<file path="src/design/cenum_pkg.sv">
// Types and constants of the combination enumerator.
package cenum_pkg;
	localparam int RADIX      = 10;
	localparam int MAX_DIGITS = 10;
	localparam int DIGIT_W    = 4;
	localparam int SIZE_W     = 4;
	localparam int DIGITS_W   = MAX_DIGITS * DIGIT_W;
	localparam int SIZE_CAP   = (RADIX < MAX_DIGITS) ? RADIX : MAX_DIGITS;

	typedef logic [DIGIT_W-1:0] digit_t;
	typedef logic [SIZE_W-1:0]  size_t;

	// Commands from the controller to the datapath.
	typedef struct packed {
		logic latch;  // capture the request beat
		logic step;   // emit the current combination and advance
	} cenum_cmd_t;
endpackage

</file>
<file path="src/design/cenum_ctrl.sv">
// Controller of the combination enumerator: request/response sequencing.
module cenum_ctrl import cenum_pkg::*; (
	input  logic       clk,
	input  logic       arst_n,
	input  logic       req_valid,
	output logic       req_stall,
	output logic       rsp_valid,
	input  logic       rsp_stall,
	output cenum_cmd_t cmd
);
	localparam logic ST_IDLE = 1'b0;
	localparam logic ST_CALC = 1'b1;

	logic state_q, state_d;
	logic rsp_valid_q, rsp_valid_d;
	logic out_free;

	assign out_free  = !rsp_valid_q || !rsp_stall;
	assign req_stall = (state_q != ST_IDLE);
	assign rsp_valid = rsp_valid_q;

	always_comb begin
		state_d     = state_q;
		rsp_valid_d = rsp_valid_q && rsp_stall;
		cmd         = '0;
		case (state_q)
			ST_IDLE: begin
				if (req_valid) begin
					cmd.latch = 1'b1;
					state_d   = ST_CALC;
				end
			end
			ST_CALC: begin
				// hold until the output register can take the new beat
				if (out_free) begin
					cmd.step    = 1'b1;
					rsp_valid_d = 1'b1;
					state_d     = ST_IDLE;
				end
			end
			default: begin
				state_d = ST_IDLE;
			end
		endcase
	end

	always_ff @(posedge clk or negedge arst_n) begin
		if (!arst_n) begin
			state_q     <= ST_IDLE;
			rsp_valid_q <= 1'b0;
		end else begin
			state_q     <= state_d;
			rsp_valid_q <= rsp_valid_d;
		end
	end
endmodule

</file>
<file path="src/design/cenum_dp.sv">
// Datapath of the combination enumerator: digit state, successor logic, output register.
module cenum_dp import cenum_pkg::*; (
	input  logic                clk,
	input  logic                arst_n,
	input  cenum_cmd_t          cmd,
	input  logic                restart,
	input  logic                cfg_wr_en,
	input  size_t               cfg_wr_data,
	output logic [DIGITS_W-1:0] digits,
	output size_t               digit_count,
	output logic                is_last,
	output logic                valid_res
);
	digit_t              cur_q [MAX_DIGITS];
	logic                exhausted_q;
	size_t               size_q;
	logic                restart_q;
	logic [DIGITS_W-1:0] digits_q;
	size_t               count_q;
	logic                last_q;
	logic                vres_q;

	size_t               k;
	digit_t              cur_eff [MAX_DIGITS];
	logic                exh_eff;
	logic [MAX_DIGITS-1:0] grow;
	logic                found;
	size_t               pos;
	digit_t              pos_digit;
	digit_t              nxt [MAX_DIGITS];
	logic [DIGITS_W-1:0] packed_d;
	logic [5:0]          limit [MAX_DIGITS];

	// saturate the size register to 1 .. SIZE_CAP
	always_comb begin
		if (size_q == '0)
			k = size_t'(1);
		else if (size_q > size_t'(SIZE_CAP))
			k = size_t'(SIZE_CAP);
		else
			k = size_q;
	end

	always_comb begin
		exh_eff = restart_q ? 1'b0 : exhausted_q;
		for (int i = 0; i < MAX_DIGITS; i++) begin
			cur_eff[i] = restart_q ? digit_t'(i) : cur_q[i];
			limit[i]   = 6'(RADIX) + 6'(i) - {2'b00, k};
			grow[i]    = (size_t'(i) < k) && ({2'b00, cur_eff[i]} < limit[i]);
			packed_d[i*DIGIT_W +: DIGIT_W] = (size_t'(i) < k) ? cur_eff[i] : '0;
		end
	end

	// rightmost position that can still grow
	always_comb begin
		found = 1'b0;
		pos   = '0;
		for (int i = 0; i < MAX_DIGITS; i++) begin
			if (grow[i]) begin
				found = 1'b1;
				pos   = size_t'(i);
			end
		end
	end

	always_comb begin
		pos_digit = cur_eff[0];
		for (int i = 0; i < MAX_DIGITS; i++) begin
			if (pos == size_t'(i))
				pos_digit = cur_eff[i];
		end
	end

	// increment the carry position, refill the tail consecutively
	always_comb begin
		for (int j = 0; j < MAX_DIGITS; j++) begin
			if (found && (size_t'(j) >= pos) && (size_t'(j) < k))
				nxt[j] = digit_t'({1'b0, pos_digit} + 5'd1 + 5'(j) - {1'b0, pos});
			else
				nxt[j] = cur_eff[j];
		end
	end

	always_ff @(posedge clk or negedge arst_n) begin
		if (!arst_n) begin
			for (int i = 0; i < MAX_DIGITS; i++)
				cur_q[i] <= digit_t'(i);
			exhausted_q <= 1'b0;
			size_q      <= size_t'(1);
			restart_q   <= 1'b0;
		end else begin
			if (cfg_wr_en)
				size_q <= cfg_wr_data;
			if (cmd.latch)
				restart_q <= restart;
			if (cmd.step && !exh_eff) begin
				for (int i = 0; i < MAX_DIGITS; i++)
					cur_q[i] <= nxt[i];
				exhausted_q <= !found;
			end
		end
	end

	always_ff @(posedge clk) begin
		if (cmd.step) begin
			count_q  <= k;
			digits_q <= exh_eff ? '0 : packed_d;
			last_q   <= !exh_eff && !found;
			vres_q   <= !exh_eff;
		end
	end

	assign digits      = digits_q;
	assign digit_count = count_q;
	assign is_last     = last_q;
	assign valid_res   = vres_q;
endmodule

</file>
<file path="src/design/combination_enumerator_core.sv">
// Top level of the lexicographic k-combination enumerator.
//
// Request channel (req_valid / req_stall, payload restart): each beat asks for
// one combination. restart=1 reloads the first combination 0..k-1 first.
// Response channel (rsp_valid / rsp_stall): one beat per request carrying the
// packed digits (digit 0 in bits 3:0), digit_count, is_last and valid_res.
// Once the final combination has gone out, responses carry valid_res=0 until
// a request with restart=1.
// Configuration: cfg_wr_en writes cfg_wr_data into the size register k
// (saturated to 1..10); write only while no request is in flight.
// Timing: a request is taken in the idle state; its response is loaded when
// the compute state ends, so the controller's two-state sequence takes a new
// request only after that. req_stall is high in the compute cycle.
// If the receiver stalls, the response register holds and the next result
// waits in the compute cycle until the register frees up.
// Reset: asynchronous, active low; digits return to 0..9, k to 1, no
// response pending.
module combination_enumerator_core import cenum_pkg::*; (
	input  logic                clk,
	input  logic                arst_n,
	input  logic                req_valid,
	output logic                req_stall,
	input  logic                restart,
	output logic                rsp_valid,
	input  logic                rsp_stall,
	output logic [DIGITS_W-1:0] digits,
	output size_t               digit_count,
	output logic                is_last,
	output logic                valid_res,
	input  logic                cfg_wr_en,
	input  size_t               cfg_wr_data
);
	cenum_cmd_t cmd;

	cenum_ctrl u_ctrl (
		.clk       (clk),
		.arst_n    (arst_n),
		.req_valid (req_valid),
		.req_stall (req_stall),
		.rsp_valid (rsp_valid),
		.rsp_stall (rsp_stall),
		.cmd       (cmd)
	);

	cenum_dp u_dp (
		.clk         (clk),
		.arst_n      (arst_n),
		.cmd         (cmd),
		.restart     (restart),
		.cfg_wr_en   (cfg_wr_en),
		.cfg_wr_data (cfg_wr_data),
		.digits      (digits),
		.digit_count (digit_count),
		.is_last     (is_last),
		.valid_res   (valid_res)
	);
endmodule

</file>
<file path="config.mk">
export PLATFORM = sky130hd
export DESIGN_NAME = combination_enumerator_core
export DESIGN_NICKNAME = d
export VERILOG_FILES = /design/src/design/cenum_pkg.sv /design/src/design/cenum_ctrl.sv /design/src/design/cenum_dp.sv /design/src/design/combination_enumerator_core.sv
export SDC_FILE = /design/constraint.sdc
export NUM_CORES = 1
export LEC_CHECK = 0
export BUFFER_PORTS_ARGS = -buffer_cell sky130_fd_sc_hd__buf_2
export CORE_AREA = 8 8 113 115
export DETAILED_ROUTE_END_ITERATION = 8
export DIE_AREA = 0 0 121 123
export MAX_ROUTING_LAYER = met4
export PLACE_DENSITY = 0.84
export REMOVE_ABC_BUFFERS = 1
export SYNTH_ARGS = -nofsm -noshare
export SYNTH_HDL_FRONTEND = slang
export SYNTH_HIERARCHICAL = 1
export SYNTH_SLANG_ARGS = --single-unit
</file>
<file path="constraint.sdc">
create_clock -name clk -period 11.2 [get_ports clk]
set_input_delay 2.24 -clock clk [delete_from_list [all_inputs] [get_ports clk]]
set_output_delay 2.24 -clock clk [all_outputs]
set_load 0.02 [all_outputs]
</file>
==> Word level (Yosys, flattened, before mapping) <==
Cells that the tools add are included.
{ "classes": {"order_cmp": 31, "reduce_logical": 49, "muxes": 59, "n_eq_ne": 9, "addsub": 30, "bitwise_logic": 11} }
{ "ops": {"columns": ["operator", "n"], "rows": [
  ["$mux W4", 33],
  ["$lt A4 B6 Y1", 10],
  ["$sub A4 B4 Y4", 10],
  ["$logic_and A1 B1 Y1", 33],
  ["$sub A4 B4 Y5 const A", 6],
  ["$sub A5 B4 Y6 const A", 4],
  ["$reduce_or A2 Y1", 10],
  ["$mux W1", 19],
  ["$add A4 B3 Y4 const B", 4],
  ["$eq A4 B3 Y1 const B", 4],
  ["$ge A3 B4 Y1 const A", 4],
  ["$lt A3 B4 Y1 const A", 4],
  ["$mux W3", 4],
  ["$not A1 Y1", 11],
  ["$add A4 B1 Y4 const B", 2],
  ["$add A4 B2 Y4 const B", 2],
  ["$add A4 B4 Y4 const B", 2],
  ["$eq A4 B2 Y1 const B", 2],
  ["$eq A4 B4 Y1 const B", 2],
  ["$ge A1 B4 Y1 const A", 2],
  ["$ge A2 B4 Y1 const A", 2],
  ["$ge A4 B4 Y1 const A", 2],
  ["$lt A1 B4 Y1 const A", 2],
  ["$lt A2 B4 Y1 const A", 2],
  ["8 further kinds", 13]
]} }
{ "totals": {"output_inout_bits": 48, "ff_bits": 94, "inputBits": 10} }

==> Depth between registers and ports, before layout <==
{ "logic_depth": {"depth_word": 29, "ltp_mapped": 31} }

==> Modules after synthesis <==
The synthesis kept the hierarchy.
{ "by_module_without_submodules": {"columns": ["mod", "seq_area_each_um2", "cells_per_inst", "area_each_um2", "instances"], "rows": [
  ["cenum_dp", 2552.4, 742, 6819.0, 1],
  ["cenum_ctrl", 50.0, 6, 83.8, 1]
]} }

==> Least setup slack after synthesis <==
No wires, ideal clock.
{ "synth_timing": {"path_type": "in2reg", "from": "input port rsp_stall", "to": "register u_dp/cur_q[11] in the netlist's numbering", "setup_time_ps": 71, "cell_stages": 6, "slack_ps": 3586, "t_arrival_ps": 7543, "cell_sequence": "a21boi_0 nand2_1 nor2_1 nand3_1 or4b_1 nand4_1"} }
{ "synth_via": {"elab_chain_len": 5} }
{ "synth_lines": {"columns": ["item", "line_no", "rtl"], "rows": [
  ["from (decl)", "combination_enumerator_core.sv:25", "input logic rsp_stall,"],
  ["$logic_not A1 Y1", "cenum_ctrl.sv:18", "assign out_free = !rsp_valid_q || !rsp_stall;"],
  ["$logic_or A1 B1 Y1", "cenum_ctrl.sv:18", null],
  ["$mux W1", "cenum_ctrl.sv:35", "if (out_free) begin"],
  ["$mux W1", "cenum_ctrl.sv:26", "case (state_q)"],
  ["$logic_and A1 B1 Y1", "cenum_dp.sv:96", "if (cmd.step && !exh_eff) begin"],
  ["to (signal, indexed assignment)", "cenum_dp.sv:87", "cur_q[i] <= digit_t'(i);"],
  ["to (signal, indexed assignment)", "cenum_dp.sv:98", "cur_q[i] <= nxt[i];"],
  ["to (decl)", "cenum_dp.sv:14", "digit_t cur_q [MAX_DIGITS];"]
]} }
Every way passes these cells.
A chain may end at the register's enable or synchronous reset.

==> Final worst setup path <==
{ "layout_timing": {"from": "register u_dp.size_q[3]", "to": "register u_dp/cur_q[35] in the netlist's numbering"} }
{ "layout_via": {"elab_chain_len": 29} }
{ "layout_lines": {"columns": ["item", "line_no", "rtl"], "rows": [
  ["from (decl)", "cenum_dp.sv:16", "size_t size_q;"],
  ["from (signal assigned)", "cenum_dp.sv:89", "size_q <= size_t'(1);"],
  ["from (signal assigned)", "cenum_dp.sv:93", "size_q <= cfg_wr_data;"],
  ["$gt A4 B4 Y1", "cenum_dp.sv:38", "else if (size_q > size_t'(SIZE_CAP))"],
  ["$mux W4", "cenum_dp.sv:38", null],
  ["$mux W4 (*)", "cenum_dp.sv:36", "if (size_q == '0)"],
  ["named net u_dp.k[2]", "cenum_dp.sv:23", "size_t k;"],
  ["$sub A4 B4 Y5", "cenum_dp.sv:48", "limit[i] = 6'(RADIX) + 6'(i) - {2'b00, k};"],
  ["$lt A4 B6 Y1", "cenum_dp.sv:49", "grow[i] = (size_t'(i) < k) && ({2'b00, cur_eff[i]} < limit[i]);"],
  ["$logic_and A1 B1 Y1", "cenum_dp.sv:49", null],
  ["$mux W1", "cenum_dp.sv:59", "if (grow[i]) begin"],
  ["$mux W2 (2 in a row)", "cenum_dp.sv:59", null],
  ["$mux W3 (4 in a row)", "cenum_dp.sv:59", null],
  ["$mux W4 (2 in a row)", "cenum_dp.sv:59", null],
  ["$eq A4 B1 Y1", "cenum_dp.sv:69", "if (pos == size_t'(i))"],
  ["$mux W4 (9 in a row)", "cenum_dp.sv:69", null],
  ["$add A4 B1 Y4 (2 in a row)", "cenum_dp.sv:78", "nxt[j] = digit_t'({1'b0, pos_digit} + 5'd1 + 5'(j) - {1'b0, pos});"],
  ["$sub A4 B4 Y4", "cenum_dp.sv:78", null],
  ["$mux W4 (*)", "cenum_dp.sv:77", "if (found && (size_t'(j) >= pos) && (size_t'(j) < k))"]
]} }
Mark *: on every way through the listed nets, which the timed path passes. The rest lies on a longest branch.

==> metrics.md <==
| Metric | Value |
|---|---|
| Final worst slack | 3.50 ns |
| Vias in the first global route | 6193 |
| Clk slew on worst S/H paths | 0.07 ns |
| ANT cells | 0 |
| Max_cap viols | 0 |
| Routability cong. | around 1 |
| Placed Area | 7260 um2 |
| Postcts setup bufs | 0 |
| First-pass GRT wire length | 34800 um |
| Initial Util | 62.3% |
| Final Instance Area | 7550 um2 |
| CTS Sinks | 94 |
| WP data required | 11.43 ns |
| Share of the yosys chip area belonging to registers | a little under two fifths |
| Syn-to-layout area delta | 9.44% |
| Max Root-Sink Buffers | 2 |
| Max FO, Critical Path | 24 |
| Post-synth cell types | 90 |
| Arr. time, crit path | 7.92 ns |
| Synth async-reset ratio | 51.1% |
| Die Y | approximately 120 um |
| Die area | 14900 um2 |
| Worst skew pair latency | 0.36 ns |
| Clock root cell | clkbuf_16 |
| Layout Cells excl Fill | between 900 and 1k |
| Pwr Total | between 2 and 3 mW |
| Post-CTS Resized | 0 |
| Layout cell share with drive strength beyond 1 | about 17% |
| Launching point of the worst reg2reg path | u_dp/size_q[3] |
| Hold Path Depth | 2 |
| Run status | completed |
| Routed length per placed instance | 24.4 um |
| Ys flop type | edfxtp_1 |
| Final setup viols | 0 |
| Fin. max-slew vios | 0 |
| Setup Skew | 0.0104 ns |
| Initial antenna violation count | 0 |
| Hold_sp | u_dp/cur_q[32] |
| Final nets | 862 |
| GRT Residual Overflow | 0 |
| Hold buffer count at cts | 0 |
| Routed WL | 22900 um |
| Via density | between 6 and 7 |
| TritonCTS Buffers | 9 |
| Flop2flop setup slack | 3.50 ns |
| DRC | 0 |
| Detailed Place HPWL | 17400 um |
| Mapped cell area | 6900 um2 |
| Avg Cell Area, Syn | 9.23 um2 |
| Fmax | 130 MHz |
| Detailed Routing Iterations Pass 1 | 6 |
| Startpoint Class | flop |
| Critical path class | flop to flop |
| Worst Tran Pin Value | 0.928 ns |
| Post-route setup TNS | 0 ns |
| Core area | roughly 11000 um2 |
| Worst IR Drop VDD | between 0.7 and 0.8 mV |
| Final core utilization | 68.2% |
| CP endpoint kind | flop |
| CTS tree | yes |
| RSZ-0062 raised after global routing | no |
| Placed insts | 923 |
| Yosys reg bits | 94 |
| Initial DRC count | slightly above 800 |
| Via total after detailed routing | 6285 |
| Largest net degree at the start of global routing | 60 |
| Leakage | between 3 and 4 nW |
| Port buffer count | 57 |
| Worst min path class | flop to flop |
| Antenna Nets Post-Route | 0 |
| Final period util | about 69% |
| Min Hold Slack | around 0.46 ns |
| Worst-case hold path end point | u_dp/cur_q[32] |
| EDFF count, synth | 46 |
| Relative slew margins | 38.2% |
| Place WS | 3.68 ns |
| Min cycle time layout | between 7 and 8 ns |
| Hold Violations, Final | 0 |
| Layout fillers | a little under 900 |
| Cell Rows | 39 |
| Yosys warnings | 6 |
| Htree depth | 3 |
| PD cells | 373 nW/um2 |
| RR Endpoint | u_dp/cur_q[35] |
| I/O pins | 58 |
| FF-to-FF path depth | 25 |
| DIE WIDTH | 121 um |
| Cell count after synthesis | 748 |
| Total GRT Usage | 31.8% |
[worst max-delay path by stage]
| stage | from | end | slack (ns) | cells after the start |
|---|---|---|---|---|
| finish | u_dp/size_q[3] | u_dp/cur_q[35] | 3.50 | 25 |
| global route | u_dp/size_q[3] | u_dp/cur_q[35] | 3.20 | 25 |
| CTS | u_dp/size_q[3] | u_dp/cur_q[35] | 3.66 | 25 |
| detailed placement | u_dp/size_q[3] | u_dp/cur_q[35] | 3.68 | 25 |
| global placement | u_dp/size_q[3] | u_dp/cur_q[35] | 3.86 | 25 |
| floorplan | rsp_stall | u_dp/cur_q[11] | 3.56 | 6 |
[sequential cells by signal, summed over array words and instances, names as in the netlist]
register          count
u_dp/digits          40
u_dp/size_q           4
u_ctrl/req_stall      1
u_dp/valid_res        1
u_dp/exhausted_q      1
u_ctrl/rsp_valid      1
u_dp/is_last          1
u_dp/digit_count      4
u_dp/restart_q        1
u_dp/cur_q           40
[layout by cell type, fill, tap and decap left out, types with 12 or more instances in the layout]
cell type	synthesis	final
xnor2_1	28	28
ha_1	59	59
nand2_1	65	65
dfrtp_1	32	32
nor3_1	13	13
nor2b_1	21	21
nand2b_1	12	12
and3_1	20	20
o21ai_0	54	54
inv_1	48	48
nand3_1	18	18
a21oi_1	37	37
edfxtp_1	46	46
xor2_1	12	12
nor2_1	75	75
buf_2	2	57
dfstp_2	16	16
[routing by layer]
metal / vias up / wire, um / GRT usage [%]
li1: 2781 / - / -
met1: 3018 / 8630 / 37.4
met2: 387 / 10900 / 50.6
met3: 99 / 2160 / 5.66
met4: 0 / 1180 / 18.6
met5: - / 0 / -
[logic make-up after synthesis]
| family | count (synthesis) | share of synthesized area (%) |
|---|---|---|
| compound gates | 191 | 19.3 |
| xor+xnor | 40 | 5.08 |
| fa+ha+maj | 61 | 11.3 |
| buf+inv | 80 | 4.98 |
| flops | 94 | 37.7 |
| mux | 11 | 1.69 |
| simple gates | 271 | 20.0 |
[power by group]
part	leakage, nW	internal (mW)	switching [mW]
sequential	1.03	0.460	0.0452
clock	0.143	0.167	0.145
combinational	2.08	0.733	1.26
[layout make-up]
cell class                      count  area [um2]  share of cell area [%]
Tap cell                          143         179                    2.37
Multi-Input combinational cell    574        3970                    52.5
Clock inverter                      6        48.8                   0.646
Sequential cell                    94        2600                    34.4
Timing Repair Buffer               61         315                    4.17
Clock buffer                       10         250                    3.31
Inverter                           51         191                    2.53
[Yosys cell counts (6+ instances only)]
library cell	count	area share (%)
nand2_1	65	3.5
and3_1	20	1.8
or2_2	6	0.54
o22a_1	7	0.89
edfxtp_1	46	20
nand3_1	18	1.3
xnor2_1	28	3.6
inv_1	48	2.6
o21ai_0	54	3.9
a211oi_1	8	0.87
mux2i_1	6	0.87
clkbuf_1	20	1.1
nor2b_1	21	1.9
xor2_1	12	1.5
ha_1	59	11
nor2_1	75	4.1
nor3_1	13	0.94
dfrtp_1	32	12
a21oi_1	37	2.7
nor4_1	7	0.63
nand2b_1	12	1.1
dfstp_2	16	6.1
[critical path, cell delays in order, from the launching register on]
cell	delay (ns)
dfrtp_1	0.95
inv_2	0.34
nand2_1	0.30
inv_1	0.25
ha_1	0.27
a21boi_0	0.30
xnor2_1	0.14
ha_1	0.29
nor2_1	0.04
o21ai_0	0.21
o21ai_1	0.23
or2_0	0.41
or4_4	0.60
mux2i_1	0.16
a21oi_1	0.10
a21oi_2	0.31
inv_1	0.12
ha_1	0.21
xnor2_1	0.24
ha_1	0.33
ha_1	0.38
a21oi_1	0.45
xnor2_1	0.18
mux2_2	0.20
nor3_1	0.05
or4_1	0.50
No activity file was read; power rests on OpenSTA's default activity.
